**src/rtl/owt_pkg.sv**
```systemverilog
// Package for the one-wire bus master: codes, register indexes, reset values
// and the types of the transaction payloads and sequencer state.
// No dependencies.
package owt_pkg;

  localparam int unsigned CfgDataW = 10;
  localparam int unsigned CfgIdxW  = 3;

  localparam logic [2:0] CMD_RESET     = 3'd0;
  localparam logic [2:0] CMD_WRITE     = 3'd1;
  localparam logic [2:0] CMD_READ      = 3'd2;
  localparam logic [2:0] CMD_CONVERT   = 3'd3;
  localparam logic [2:0] CMD_READ_TEMP = 3'd4;

  localparam logic [CfgIdxW-1:0] REG_RESET_LOW     = 3'd0;
  localparam logic [CfgIdxW-1:0] REG_PRESENCE_SMP  = 3'd1;
  localparam logic [CfgIdxW-1:0] REG_SLOT_LOW      = 3'd2;
  localparam logic [CfgIdxW-1:0] REG_SAMPLE_DELAY  = 3'd3;
  localparam logic [CfgIdxW-1:0] REG_SLOT_HOLD     = 3'd4;
  localparam logic [CfgIdxW-1:0] REG_SKIP_ROM      = 3'd5;
  localparam logic [CfgIdxW-1:0] REG_CONVERT       = 3'd6;
  localparam logic [CfgIdxW-1:0] REG_READ_SCRATCH  = 3'd7;

  localparam logic [9:0] RESET_LOW_DEFAULT    = 10'd500;
  localparam logic [7:0] PRESENCE_SMP_DEFAULT = 8'd60;
  localparam logic [3:0] SLOT_LOW_DEFAULT     = 4'd2;
  localparam logic [3:0] SAMPLE_DELAY_DEFAULT = 4'd2;
  localparam logic [7:0] SLOT_HOLD_DEFAULT    = 8'd60;
  localparam logic [7:0] SKIP_ROM_DEFAULT     = 8'hCC;
  localparam logic [7:0] CONVERT_DEFAULT      = 8'h44;
  localparam logic [7:0] READ_SCRATCH_DEFAULT = 8'hBE;

  localparam logic [2:0] LAST_BIT = 3'd7;
  localparam logic [2:0] LOW_BYTE_STEP = 3'd3;
  localparam logic [2:0] SKIP_ROM_STEP = 3'd1;

  typedef enum logic [2:0] {
    PH_IDLE,
    PH_RST_LOW,
    PH_RST_WAIT,
    PH_RST_RECOV,
    PH_SLOT_LOW,
    PH_WR_HOLD,
    PH_RD_WAIT,
    PH_RD_HOLD
  } phase_e;

  typedef enum logic [1:0] {
    OP_RST,
    OP_WR,
    OP_RD
  } op_e;

  typedef struct packed {
    logic       start_req;
    logic [2:0] cmd;
    logic [7:0] write_byte;
    logic       line_in;
  } tick_item_t;

  typedef struct packed {
    logic               drive_low;
    logic               busy_res;
    logic               done_res;
    logic               presence_ok;
    logic [7:0]         read_byte;
    logic signed [15:0] temperature;
  } res_item_t;

  typedef struct packed {
    logic [9:0] reset_low;
    logic [7:0] presence_smp;
    logic [3:0] slot_low;
    logic [3:0] sample_delay;
    logic [7:0] slot_hold;
    logic [7:0] skip_rom;
    logic [7:0] convert;
    logic [7:0] read_scratch;
  } cfg_t;

  typedef struct packed {
    phase_e      phase;
    logic [2:0]  step;
    logic [9:0]  tick;
    logic [2:0]  bit_idx;
    logic [7:0]  shift;
    logic [7:0]  low_byte;
    logic        presence;
    logic [2:0]  cmd;
    logic [7:0]  read_hold;
    logic [15:0] temp_hold;
  } seq_t;

endpackage

```
**src/rtl/owt_if.sv**
```systemverilog
// Handshake channels of the one-wire bus master: a generic valid/ready stream
// and the register write channel. Depends on owt_pkg.
interface owt_stream_if #(
  parameter type T = logic
) ();
  logic valid;
  logic ready;
  T     data;

  modport source (output valid, output data, input ready);
  modport sink (input valid, input data, output ready);
endinterface

interface owt_cfg_if ();
  logic                         valid;
  logic                         ready;
  logic [owt_pkg::CfgIdxW-1:0]  index;
  logic [owt_pkg::CfgDataW-1:0] data;

  modport source (output valid, output index, output data, input ready);
  modport sink (input valid, input index, input data, output ready);
endinterface

```
**src/rtl/one_wire_temp_sensor_master.sv**
```systemverilog
// One-wire bus master top level: input register, single-pass sequencer step
// and result register. Depends on owt_pkg and owt_if.
//
// Each transaction on tick_i is one bus tick (sampled line level plus an
// optional command) and yields exactly one transaction on res_o with the
// open-drain drive, busy, done, presence and read data for that tick. The
// block takes one tick per clock cycle while res_o is not stalled; the whole
// sequencer update for a tick is one combinational pass between the input
// register and the result register, so a tick is held in the input register
// and its result is offered on res_o from the result register, and both sides
// may stall freely. Registers are written over cfg_i, which is always ready,
// and should only be written while no command is running.
module one_wire_temp_sensor_master (
  input  logic         clk_i,
  input  logic         rst_ni,
  owt_stream_if.sink   tick_i,
  owt_stream_if.source res_o,
  owt_cfg_if.sink      cfg_i
);
  import owt_pkg::*;

  cfg_t       cfg_q;
  seq_t       seq_q, seq_d;
  tick_item_t in_q;
  logic       in_vld_q;
  res_item_t  out_q, out_d;
  logic       out_vld_q;
  logic       proc;
  logic [9:0] dur;
  logic       last;

  function automatic op_e op_of(logic [2:0] cmd, logic [2:0] step);
    op_e op;
    if (cmd == CMD_WRITE) op = OP_WR;
    else if (cmd == CMD_READ) op = OP_RD;
    else if (cmd == CMD_RESET || step == 3'd0) op = OP_RST;
    else if (step <= SKIP_ROM_STEP + 3'd1) op = OP_WR;
    else op = OP_RD;
    return op;
  endfunction

  function automatic logic [2:0] seq_len(logic [2:0] cmd);
    logic [2:0] n;
    if (cmd == CMD_CONVERT) n = 3'd3;
    else if (cmd == CMD_READ_TEMP) n = 3'd5;
    else n = 3'd1;
    return n;
  endfunction

  function automatic seq_t start_op(seq_t s, cfg_t c);
    seq_t r;
    op_e  op;
    r  = s;
    op = op_of(s.cmd, s.step);
    r.tick    = '0;
    r.bit_idx = '0;
    if (op == OP_RST) begin
      r.phase = PH_RST_LOW;
    end else begin
      if (op == OP_WR && s.cmd != CMD_WRITE) begin
        r.shift = (s.step == SKIP_ROM_STEP) ? c.skip_rom
                : (s.cmd == CMD_CONVERT ? c.convert : c.read_scratch);
      end
      if (op == OP_RD) r.shift = '0;
      r.phase = PH_SLOT_LOW;
    end
    return r;
  endfunction

  function automatic seq_t op_done(seq_t s, cfg_t c);
    seq_t r;
    op_e  op;
    r  = s;
    op = op_of(s.cmd, s.step);
    if (op == OP_RD) begin
      if (s.cmd == CMD_READ) r.read_hold = s.shift;
      else if (s.step == LOW_BYTE_STEP) r.low_byte = s.shift;
      else r.temp_hold = {s.shift, s.low_byte};
    end
    r.step = s.step + 3'd1;
    if (r.step >= seq_len(s.cmd) || (op == OP_RST && !s.presence)) begin
      r.phase = PH_IDLE;
      r.step  = '0;
      r.tick  = '0;
    end else begin
      r = start_op(r, c);
    end
    return r;
  endfunction

  function automatic seq_t bit_done(seq_t s, cfg_t c);
    seq_t r;
    r = s;
    if (s.bit_idx >= LAST_BIT) begin
      r = op_done(s, c);
    end else begin
      r.bit_idx = s.bit_idx + 3'd1;
      r.tick    = '0;
      r.phase   = PH_SLOT_LOW;
    end
    return r;
  endfunction

  assign proc         = in_vld_q && (!out_vld_q || res_o.ready);
  assign tick_i.ready = !in_vld_q || proc;
  assign cfg_i.ready  = 1'b1;
  assign res_o.valid  = out_vld_q;
  assign res_o.data   = out_q;

  always_comb begin
    seq_d = seq_q;
    out_d = '0;
    if (seq_q.phase == PH_IDLE && in_q.start_req && in_q.cmd <= CMD_READ_TEMP) begin
      seq_d.cmd   = in_q.cmd;
      seq_d.step  = '0;
      seq_d.shift = in_q.write_byte;
      seq_d       = start_op(seq_d, cfg_q);
    end

    unique case (seq_d.phase)
      PH_RST_LOW:  dur = cfg_q.reset_low;
      PH_RST_WAIT: dur = {2'b00, cfg_q.presence_smp};
      PH_SLOT_LOW: dur = {6'd0, cfg_q.slot_low};
      PH_RD_WAIT:  dur = {6'd0, cfg_q.sample_delay};
      default:     dur = {2'b00, cfg_q.slot_hold};
    endcase
    last = ({1'b0, seq_d.tick} + 11'd1) >= {1'b0, dur};

    if (seq_d.phase != PH_IDLE) begin
      out_d.busy_res = 1'b1;
      if (seq_d.phase != PH_RST_RECOV) begin
        seq_d.tick = last ? '0 : seq_d.tick + 10'd1;
      end
      unique case (seq_d.phase)
        PH_RST_LOW: begin
          out_d.drive_low = 1'b1;
          if (last) seq_d.phase = PH_RST_WAIT;
        end
        PH_RST_WAIT: begin
          if (last) begin
            seq_d.presence = !in_q.line_in;
            seq_d.phase    = PH_RST_RECOV;
          end
        end
        PH_RST_RECOV: begin
          if (in_q.line_in) seq_d = op_done(seq_d, cfg_q);
        end
        PH_SLOT_LOW: begin
          out_d.drive_low = 1'b1;
          if (last) begin
            seq_d.phase = (op_of(seq_d.cmd, seq_d.step) == OP_WR) ? PH_WR_HOLD : PH_RD_WAIT;
          end
        end
        PH_WR_HOLD: begin
          out_d.drive_low = !seq_d.shift[0];
          if (last) begin
            seq_d.shift = {1'b0, seq_d.shift[7:1]};
            seq_d       = bit_done(seq_d, cfg_q);
          end
        end
        PH_RD_WAIT: begin
          if (last) begin
            seq_d.shift = {in_q.line_in, seq_d.shift[7:1]};
            seq_d.phase = PH_RD_HOLD;
          end
        end
        PH_RD_HOLD: begin
          if (last) seq_d = bit_done(seq_d, cfg_q);
        end
        PH_IDLE: begin
        end
      endcase
      out_d.done_res = (seq_d.phase == PH_IDLE);
    end
    out_d.presence_ok = seq_d.presence;
    out_d.read_byte   = seq_d.read_hold;
    out_d.temperature = seq_d.temp_hold;
  end

  always_ff @(posedge clk_i or negedge rst_ni) begin
    if (!rst_ni) begin
      cfg_q.reset_low    <= RESET_LOW_DEFAULT;
      cfg_q.presence_smp <= PRESENCE_SMP_DEFAULT;
      cfg_q.slot_low     <= SLOT_LOW_DEFAULT;
      cfg_q.sample_delay <= SAMPLE_DELAY_DEFAULT;
      cfg_q.slot_hold    <= SLOT_HOLD_DEFAULT;
      cfg_q.skip_rom     <= SKIP_ROM_DEFAULT;
      cfg_q.convert      <= CONVERT_DEFAULT;
      cfg_q.read_scratch <= READ_SCRATCH_DEFAULT;
    end else if (cfg_i.valid) begin
      unique case (cfg_i.index)
        REG_RESET_LOW:    cfg_q.reset_low    <= cfg_i.data;
        REG_PRESENCE_SMP: cfg_q.presence_smp <= cfg_i.data[7:0];
        REG_SLOT_LOW:     cfg_q.slot_low     <= cfg_i.data[3:0];
        REG_SAMPLE_DELAY: cfg_q.sample_delay <= cfg_i.data[3:0];
        REG_SLOT_HOLD:    cfg_q.slot_hold    <= cfg_i.data[7:0];
        REG_SKIP_ROM:     cfg_q.skip_rom     <= cfg_i.data[7:0];
        REG_CONVERT:      cfg_q.convert      <= cfg_i.data[7:0];
        REG_READ_SCRATCH: cfg_q.read_scratch <= cfg_i.data[7:0];
      endcase
    end
  end

  // all-zero state is the idle phase
  always_ff @(posedge clk_i or negedge rst_ni) begin
    if (!rst_ni) begin
      seq_q     <= '0;
      in_vld_q  <= 1'b0;
      out_vld_q <= 1'b0;
    end else begin
      if (tick_i.ready) in_vld_q <= tick_i.valid;
      if (proc) begin
        seq_q     <= seq_d;
        out_vld_q <= 1'b1;
      end else if (res_o.ready) begin
        out_vld_q <= 1'b0;
      end
    end
  end

  always_ff @(posedge clk_i) begin
    if (tick_i.ready) in_q <= tick_i.data;
    if (proc) out_q <= out_d;
  end

endmodule

```
**src/flat_wrapper.sv**
```systemverilog
// flat-port wrapper written by rule: the top's interface ports become plain ports
module one_wire_temp_sensor_master_flat import owt_pkg::*;
  (clk_i, rst_ni, tick_i_valid, tick_i_data, tick_i_ready, res_o_valid, res_o_data, res_o_ready, cfg_i_valid, cfg_i_index, cfg_i_data, cfg_i_ready);
  owt_stream_if #(.T(tick_item_t)) tick_i_i ();
  owt_stream_if #(.T(res_item_t)) res_o_i ();
  owt_cfg_if cfg_i_i ();
  input  logic clk_i;
  input  logic rst_ni;
  input wire logic [$bits(tick_i_i.valid)-1:0] tick_i_valid;
  input wire logic [$bits(tick_i_i.data)-1:0] tick_i_data;
  output wire logic [$bits(tick_i_i.ready)-1:0] tick_i_ready;
  output wire logic [$bits(res_o_i.valid)-1:0] res_o_valid;
  output wire logic [$bits(res_o_i.data)-1:0] res_o_data;
  input wire logic [$bits(res_o_i.ready)-1:0] res_o_ready;
  input wire logic [$bits(cfg_i_i.valid)-1:0] cfg_i_valid;
  input wire logic [$bits(cfg_i_i.index)-1:0] cfg_i_index;
  input wire logic [$bits(cfg_i_i.data)-1:0] cfg_i_data;
  output wire logic [$bits(cfg_i_i.ready)-1:0] cfg_i_ready;
  assign tick_i_i.valid = tick_i_valid;
  assign tick_i_i.data = tick_i_data;
  assign tick_i_ready = tick_i_i.ready;
  assign res_o_valid = res_o_i.valid;
  assign res_o_data = res_o_i.data;
  assign res_o_i.ready = res_o_ready;
  assign cfg_i_i.valid = cfg_i_valid;
  assign cfg_i_i.index = cfg_i_index;
  assign cfg_i_i.data = cfg_i_data;
  assign cfg_i_ready = cfg_i_i.ready;
  one_wire_temp_sensor_master u_core (.clk_i(clk_i), .rst_ni(rst_ni), .tick_i(tick_i_i), .res_o(res_o_i), .cfg_i(cfg_i_i));
endmodule
```
**config.mk**
```make
export PLATFORM = sky130hd
export DESIGN_NAME = one_wire_temp_sensor_master_flat
export DESIGN_NICKNAME = d
export VERILOG_FILES = /design/src/rtl/owt_pkg.sv /design/src/rtl/owt_if.sv /design/src/rtl/one_wire_temp_sensor_master.sv /design/src/flat_wrapper.sv
export SDC_FILE = /design/constraint.sdc
export NUM_CORES = 1
export LEC_CHECK = 0
export BUFFER_PORTS_ARGS = -buffer_cell sky130_fd_sc_hd__buf_2
export CAP_MARGIN = 20
export CORE_ASPECT_RATIO = 1.4
export CORE_UTILIZATION = 50
export DETAILED_ROUTE_END_ITERATION = 8
export GPL_ROUTABILITY_DRIVEN = 0
export GPL_TIMING_DRIVEN = 0
export PLACE_DENSITY = 0.7
export SLEW_MARGIN = 40
export SYNTH_ARGS = -nofsm -noshare
export SYNTH_HDL_FRONTEND = slang
export SYNTH_SLANG_ARGS = --single-unit
```
**constraint.sdc**
```tcl
create_clock -name clk_i -period 4.3 [get_ports clk_i]
set_input_delay 0.215 -clock clk_i [delete_from_list [all_inputs] [get_ports clk_i]]
set_output_delay 0.215 -clock clk_i [all_outputs]
set_load 0.02 [all_outputs]
```
Yosys cells after proc, flatten, opt, wreduce, memory -nomap -nowiden
Cells that the tools add are included.
W data, S select, Z words.
Operators by class
  add/sub/neg operators: 4
  order comparisons: 8
  equal/unequal tests: 38
  multiplexer cells: 123
  reduce and logical (&&, ||, !) cells: 46
Operator list (number)
  $mux W63: 5
  $mux W8: 25
  $mux W47: 3
  $mux W16: 7
  $mux W44: 2
  $pmux W27 S3: 1
  $mux W2: 39
  $mux W24: 3
  $mux W3: 24
  $pmux W16 S3: 1
  $pmux W10 S4: 1
  $pmux W8 S4: 1
  $eq A3 B2 Y1 const B: 9
  $eq A3 B3 Y1 const B: 9
  $mux W13: 2
  $pmux W8 S3: 1
  $pmux W3 S7: 1
  $mux W10: 2
  $logic_not A3 Y1: 6
  $reduce_and A2 Y1: 8
  $eq A3 B1 Y1 const B: 5
  $eq A2 B2 Y1 const B: 7
  $logic_not A2 Y1: 7
  $add A10 B1 Y11 const B: 1
  other kinds (19): 49
Storage, ports and cells
  register bits: 164
  input port bits: 31
  output and inout port bits: 31
  word-level logic and storage cells: 249

Logic depth before layout (Yosys ltp)
  depth after elaboration: 39
  gate-level depth with buffers: 23
  gate-level depth less buffers: 18

Worst setup path before layout
No wires, ideal clock.
  path type: register to register
  start: register u_core.seq_q[60] (netlist name)
  end: register u_core.seq_q[0] (netlist name)
  setup time: 0.125 ns
  arrival: 4.637 ns
  data required time: 4.175 ns
  slack: -0.462 ns
  stages on the path, launching flop included: 23
  path buffers: 4
  clock period less this slack: 4.762 ns
  cells stage by stage: dfrtp_1 buf_6 nor4b_4 nand2_1 buf_2 clkbuf_1 clkbuf_1 and2_1 ha_1 and2_1 nand2_1 nor2_1 xnor2_1 nor2_1 ha_1 o21a_1 nor2_1 o32ai_2 o211ai_4 a21oi_4 o21ai_4 nor2_8 mux2_4
Between the ends
  longest elaborated chain between the ends: 20
  elaborated cells between the ends (all ways): 56
RTL lines
  from (decl): line one_wire_temp_sensor_master.sv:23  | seq_t seq_q, seq_d;
  from (signal assigned): line one_wire_temp_sensor_master.sv:213  | seq_q <= seq_d;
  $logic_not A3 Y1: line one_wire_temp_sensor_master.sv:113  | if (seq_q.phase == PH_IDLE && in_q.start_req && in_q.cmd <= CMD_READ_TEMP) begin
  $logic_and A1 B1 Y1 (2 in series): line one_wire_temp_sensor_master.sv:113
  $mux W63 (*): line one_wire_temp_sensor_master.sv:113
  $le A3 B2 Y1 / $logic_not A3 Y1 (equally long branches): line one_wire_temp_sensor_master.sv:37, one_wire_temp_sensor_master.sv:36
  $mux W2 / $logic_or A1 B1 Y1 (equally long branches): line one_wire_temp_sensor_master.sv:37, one_wire_temp_sensor_master.sv:36
  $mux W2 (3 in series)
  $mux W2: line one_wire_temp_sensor_master.sv:94  | if (s.bit_idx >= LAST_BIT) begin
  $mux W2: line one_wire_temp_sensor_master.sv:168  | if (last) seq_d = bit_done(seq_d, cfg_q);
  $mux W2: line one_wire_temp_sensor_master.sv:134  | unique case (seq_d.phase)
  $mux W2: line one_wire_temp_sensor_master.sv:129  | if (seq_d.phase != PH_IDLE) begin
  $eq A2 B2 Y1: line one_wire_temp_sensor_master.sv:75  | if (op == OP_RD) begin
  $mux W24: line one_wire_temp_sensor_master.sv:75
  $mux W47: line one_wire_temp_sensor_master.sv:81  | if (r.step >= seq_len(s.cmd) || (op == OP_RST && !s.presence)) begin
  $mux W44: line one_wire_temp_sensor_master.sv:94
  $mux W63, on equally long branches: line one_wire_temp_sensor_master.sv:168, one_wire_temp_sensor_master.sv:156
  $pmux W27 S3: line one_wire_temp_sensor_master.sv:134
  $mux W63 (*): line one_wire_temp_sensor_master.sv:129
Mark *: on every way between the ends. The rest lies on a longest branch, timed or not. The select of a mux whose other input is x is not followed.
A chain may end at the register's enable or synchronous reset.

Worst setup path in the final report
  start: register u_core.seq_q[61] (netlist name)
  end: register u_core.seq_q[34] (netlist name)
Between the ends
  longest elaborated chain between the ends: 20
  elaborated cells between the ends (all ways): 56
RTL lines (line)
  $logic_not A3 Y1: one_wire_temp_sensor_master.sv:113
  $logic_and A1 B1 Y1 (2 in series): one_wire_temp_sensor_master.sv:113
  $mux W63 (*): one_wire_temp_sensor_master.sv:113
  $le A3 B2 Y1 / $logic_not A3 Y1 (equally long branches): one_wire_temp_sensor_master.sv:37, one_wire_temp_sensor_master.sv:36
  $mux W2 / $logic_or A1 B1 Y1 (equally long branches): one_wire_temp_sensor_master.sv:37, one_wire_temp_sensor_master.sv:36
  $mux W2 (3 in series)
  $mux W2: one_wire_temp_sensor_master.sv:94
  $mux W2: one_wire_temp_sensor_master.sv:168
  $mux W2: one_wire_temp_sensor_master.sv:134
  $mux W2: one_wire_temp_sensor_master.sv:129
  $eq A2 B2 Y1: one_wire_temp_sensor_master.sv:75
  $mux W8: one_wire_temp_sensor_master.sv:75
  $mux W47: one_wire_temp_sensor_master.sv:81
  $mux W44: one_wire_temp_sensor_master.sv:94
  $mux W63, on equally long branches: one_wire_temp_sensor_master.sv:168, one_wire_temp_sensor_master.sv:156
  $pmux W8 S3: one_wire_temp_sensor_master.sv:134
  $mux W63 (*): one_wire_temp_sensor_master.sv:129
Marks and branches as above.

==> impl_metrics.csv <==
group,metric,value,unit
clock_tree,cts.sinks,164,
grt,gr-total-overflow,0,
synth,synthFlopType,"dfrtp_1",
sta,finalCriticalPeriod,4.58,ns
clock_tree,tritoncts,"done",
clock_tree,root_buffer,"clkbuf_16",
pwr,p_leak,5.21,nW
worst_setup_path,path_buf_inv,5,
synth,syn-cell-area,9610,sq um
synth,ys_seq_area_share,45.2,%
floorplanning,start_util,51.5,%
route,first_pass_iters,7,
route,viasPerCell,6.50,
worst_setup_path,arrival,4.91,ns
worst_setup_path,crit_type,"reg -> reg",
synth,synth_cell_type_count,92,
layout,drive_above_1_share,43.2,%
layout,area_delta_synth_final,33.1,%
clock_tree,h-tree-depth,4,
pwr,powerDensity,608,nW/um^2
sta,whs,0.0000658,ns
placement,post-place-cells,1239,
worst_setup_path,crit_fanout,7,
flow_run,maxCapViolCount,0,
floorplanning,row_count,59,
layout,instances_no_fill,1365,
worst_setup_path,startpoint_type,"flop",
floorplanning,dieArea,19800,sq um
route,vias,8867,
synth,async_flop_share,75.0,%
layout,diodes,0,
placement,place_hpwl,20.0,mm
synth,synthDominantCellAreaShare,24.7,%
grt,grt_max_degree,72,
floorplanning,core_area,18700,sq um
grt,grtUsageTotal,31.2,%
outcome,run_status,"finished with violations",
synth,synth-edff-count,41,
synth,synth_area_leaders,"dfrtp_1 25%, edfxtp_1 13%, mux2_2 8.3%",
clock_tree,clock_latency,0.45,ns
sta,period_share,107,%
worst_setup_path,critPathMostFrequentCell,"buf_6",
sta,fin_worst_skew,0.0184,ns
sta,hold_viol,0,
worst_hold_path,min_path_type,"in -> reg",
sta,tightestPinTransition,1.04,ns
worst_setup_path,critical_path.cell_chain,"or4b_4, buf_12, nor2_4, o21a_4, nor3_4, buf_4, a222oi_1, ha_1, a21o_1, a221oi_4, nor2_4, o211ai_4, buf_6, buf_6, buf_6, o21ai_4, nand2b_4, o22ai_2, a22o_1",
route,drc,0,
worst_setup_path,critical-path-top-delay-family,"compound AO/OA/AOI/OAI gates",
grt,antenna_found_initial,0,
sta,rsz0062_at_grt,"yes",
synth,synth_area_leader_cell,"dfrtp_1",
grt,grt_pass1_vias,8589,
worst_setup_path,slowest_stage,"or4b_4",
synth,yosysWarnings,0,
synth,yosys.cell_count.top_type,"nand2_1",
placement,portBuffers,57,
clock_tree,clockBufferDepth,2,
sta,slew_violations,0,
floorplanning,io_pins,62,
route,wirelength,31.8,mm
worst_setup_path,cp-end-kind,"flop",
sta,worst_slack,-0.282,ns
sta,max_slew_margin,29.9,%
sta,timing.fmax,0.218,GHz
synth,synth_cells,936,
synth,synth_top_cells_by_count,"101 x nand2_1, 95 x dfrtp_1, 74 x nor2_1",
outcome,violations,"negative setup slack",
floorplanning,die_y,166,microns
worst_setup_path,critPathMaxStageDelay,0.54,ns
route,antenna_left,0,
clock_tree,cts_buffers,17,
route,wire_per_inst,23.3,microns
grt,grt_pass1_wl,47.1,mm
layout,nets,1160,
layout,post-route-util,68.5,%
sta,setup_violations,63,
route,drtIter0Drc,896,
synth,synth.ff_latch_count,164,
synth,synth.avg_cell_area,10.3,sq um
worst_setup_path,crit_required,4.63,ns
floorplanning,fp.dieW,119,microns
clock_tree,path_clk_slew,0.07,ns
pwr,max-vdd-ir-drop,0.434,mV
synth,synth_nets,988,
==> placed cells by master, fill, tap and decap left out, types with 9 or more instances in the layout <==
cell type      synthesis  final
a21o_1                11     11
a21oi_1               64     42
a21oi_2                1     17
a22o_1                12     12
a31oi_1               12     11
and2_1                14     11
buf_2                  5     59
buf_4                  3     58
buf_6                  4     26
clkbuf_1              30     21
clkbuf_16              0     20
dfrtp_1               95     93
dfstp_2               28     28
dlygate4sd3_1          0     15
edfxtp_1              41     41
ha_1                  21     17
inv_1                 11     11
mux2_2                71     62
mux2_4                 8     17
mux2i_1                9      9
nand2_1              101     81
nand2_2                3     17
nand3_1               25     19
nor2_1                74     59
nor2_4                 1     11
o211ai_1              13     13
o21a_1                14     14
o21ai_0               51     33
o21ai_1               14     12
o21ai_2                5     18
o21ai_4                2     10
o2bb2ai_1             12     10
==> per-layer routing <==
| metal | track usage (%) | wire (microns) |
|---|---|---|
| met1 | 36.3 | 11500 |
| met2 | 52.1 | 15700 |
| met3 | 5.39 | 2170 |
| met4 | 21.5 | 2420 |
| met5 | 0 | 0 |
==> final cells by class <==
type                            count  area [sq um]
Tap cell                          244           305
Sequential cell                   164          4350
Buffer                             40           302
Fill cell                        1347          5880
Clock buffer                       19           443
Clock inverter                     13           123
Timing Repair Buffer              156          1240
Inverter                           11          41.3
Multi-Input combinational cell    718          5990
==> final timing paths <==
path                                              startpoint                      endpoint  slack, ns  cells past startpoint
min in group asynchronous                             rst_ni   u_core.seq_q[7]$_DFFE_PN0P_       0.30                      2
worst min-delay path                           cfg_i_data[8]  u_core.cfg_q[56]$_DFFE_PN1P_    0.00007                      2
worst min register to register  u_core.seq_q[20]$_DFFE_PN0P_  u_core.seq_q[20]$_DFFE_PN0P_       0.49                      1
worst max-delay path            u_core.seq_q[61]$_DFFE_PN0P_  u_core.seq_q[34]$_DFFE_PN0P_      -0.28                     19
max in group asynchronous                             rst_ni  u_core.cfg_q[45]$_DFFE_PN1P_       3.26                      3
worst max register to register  u_core.seq_q[61]$_DFFE_PN0P_  u_core.seq_q[34]$_DFFE_PN0P_      -0.28                     19
==> power by group <==
part / total, W / internal, W / switching [W]
sequential: 0.00214 / 0.00194 / 0.000194
clock: 0.00150 / 0.000819 / 0.000680
combinational: 0.00414 / 0.00158 / 0.00256
==> metrics by stage <==
stage	worst slack, ns	total power [W]	setup TNS [ns]	instance area, sq um
3_3_place_gp	-1.35	0.00517	-75.63	10400
3_5_place_dp	-1.34	0.00523	-75.86	10400
6_report	-0.282	0.00778	-10.86	12800
5_1_grt	-0.438	0.00811	-20.02	12800
4_1_cts	-0.263	0.00721	-11.53	12000
2_1_floorplan	-0.102	0.00437	-0.916	9760
==> registers in the layout, summed over array words and instances (netlist names) <==
signal	cells
u_core.in_q	13
u_core.cfg_q	58
u_core.res_o.valid	1
u_core.res_o.data	28
u_core.seq_q	63
u_core.in_vld_q	1
==> what timing repair did <==
item	in CTS	in global routing
buffers inserted	45	36
gates cloned	2	1
hold buffers	15	0
resized for setup	117	125
pin swaps	46	63
setup endpoints to repair	86	79
endpoints found under the hold margin	66	0
==> cells by family after synthesis <==
kind of cell    count (synthesis)  synth area share, %
simple gates                  293                 15.1
compound gates                306                 23.1
other cells                     1               0.0390
mux                            88                 10.5
fa+ha+maj                      21                 2.73
buf+inv                        55                 2.64
flops                         164                 45.2
xor+xnor                        8                0.729
Note: power is estimated with default switching activity, not from simulation.
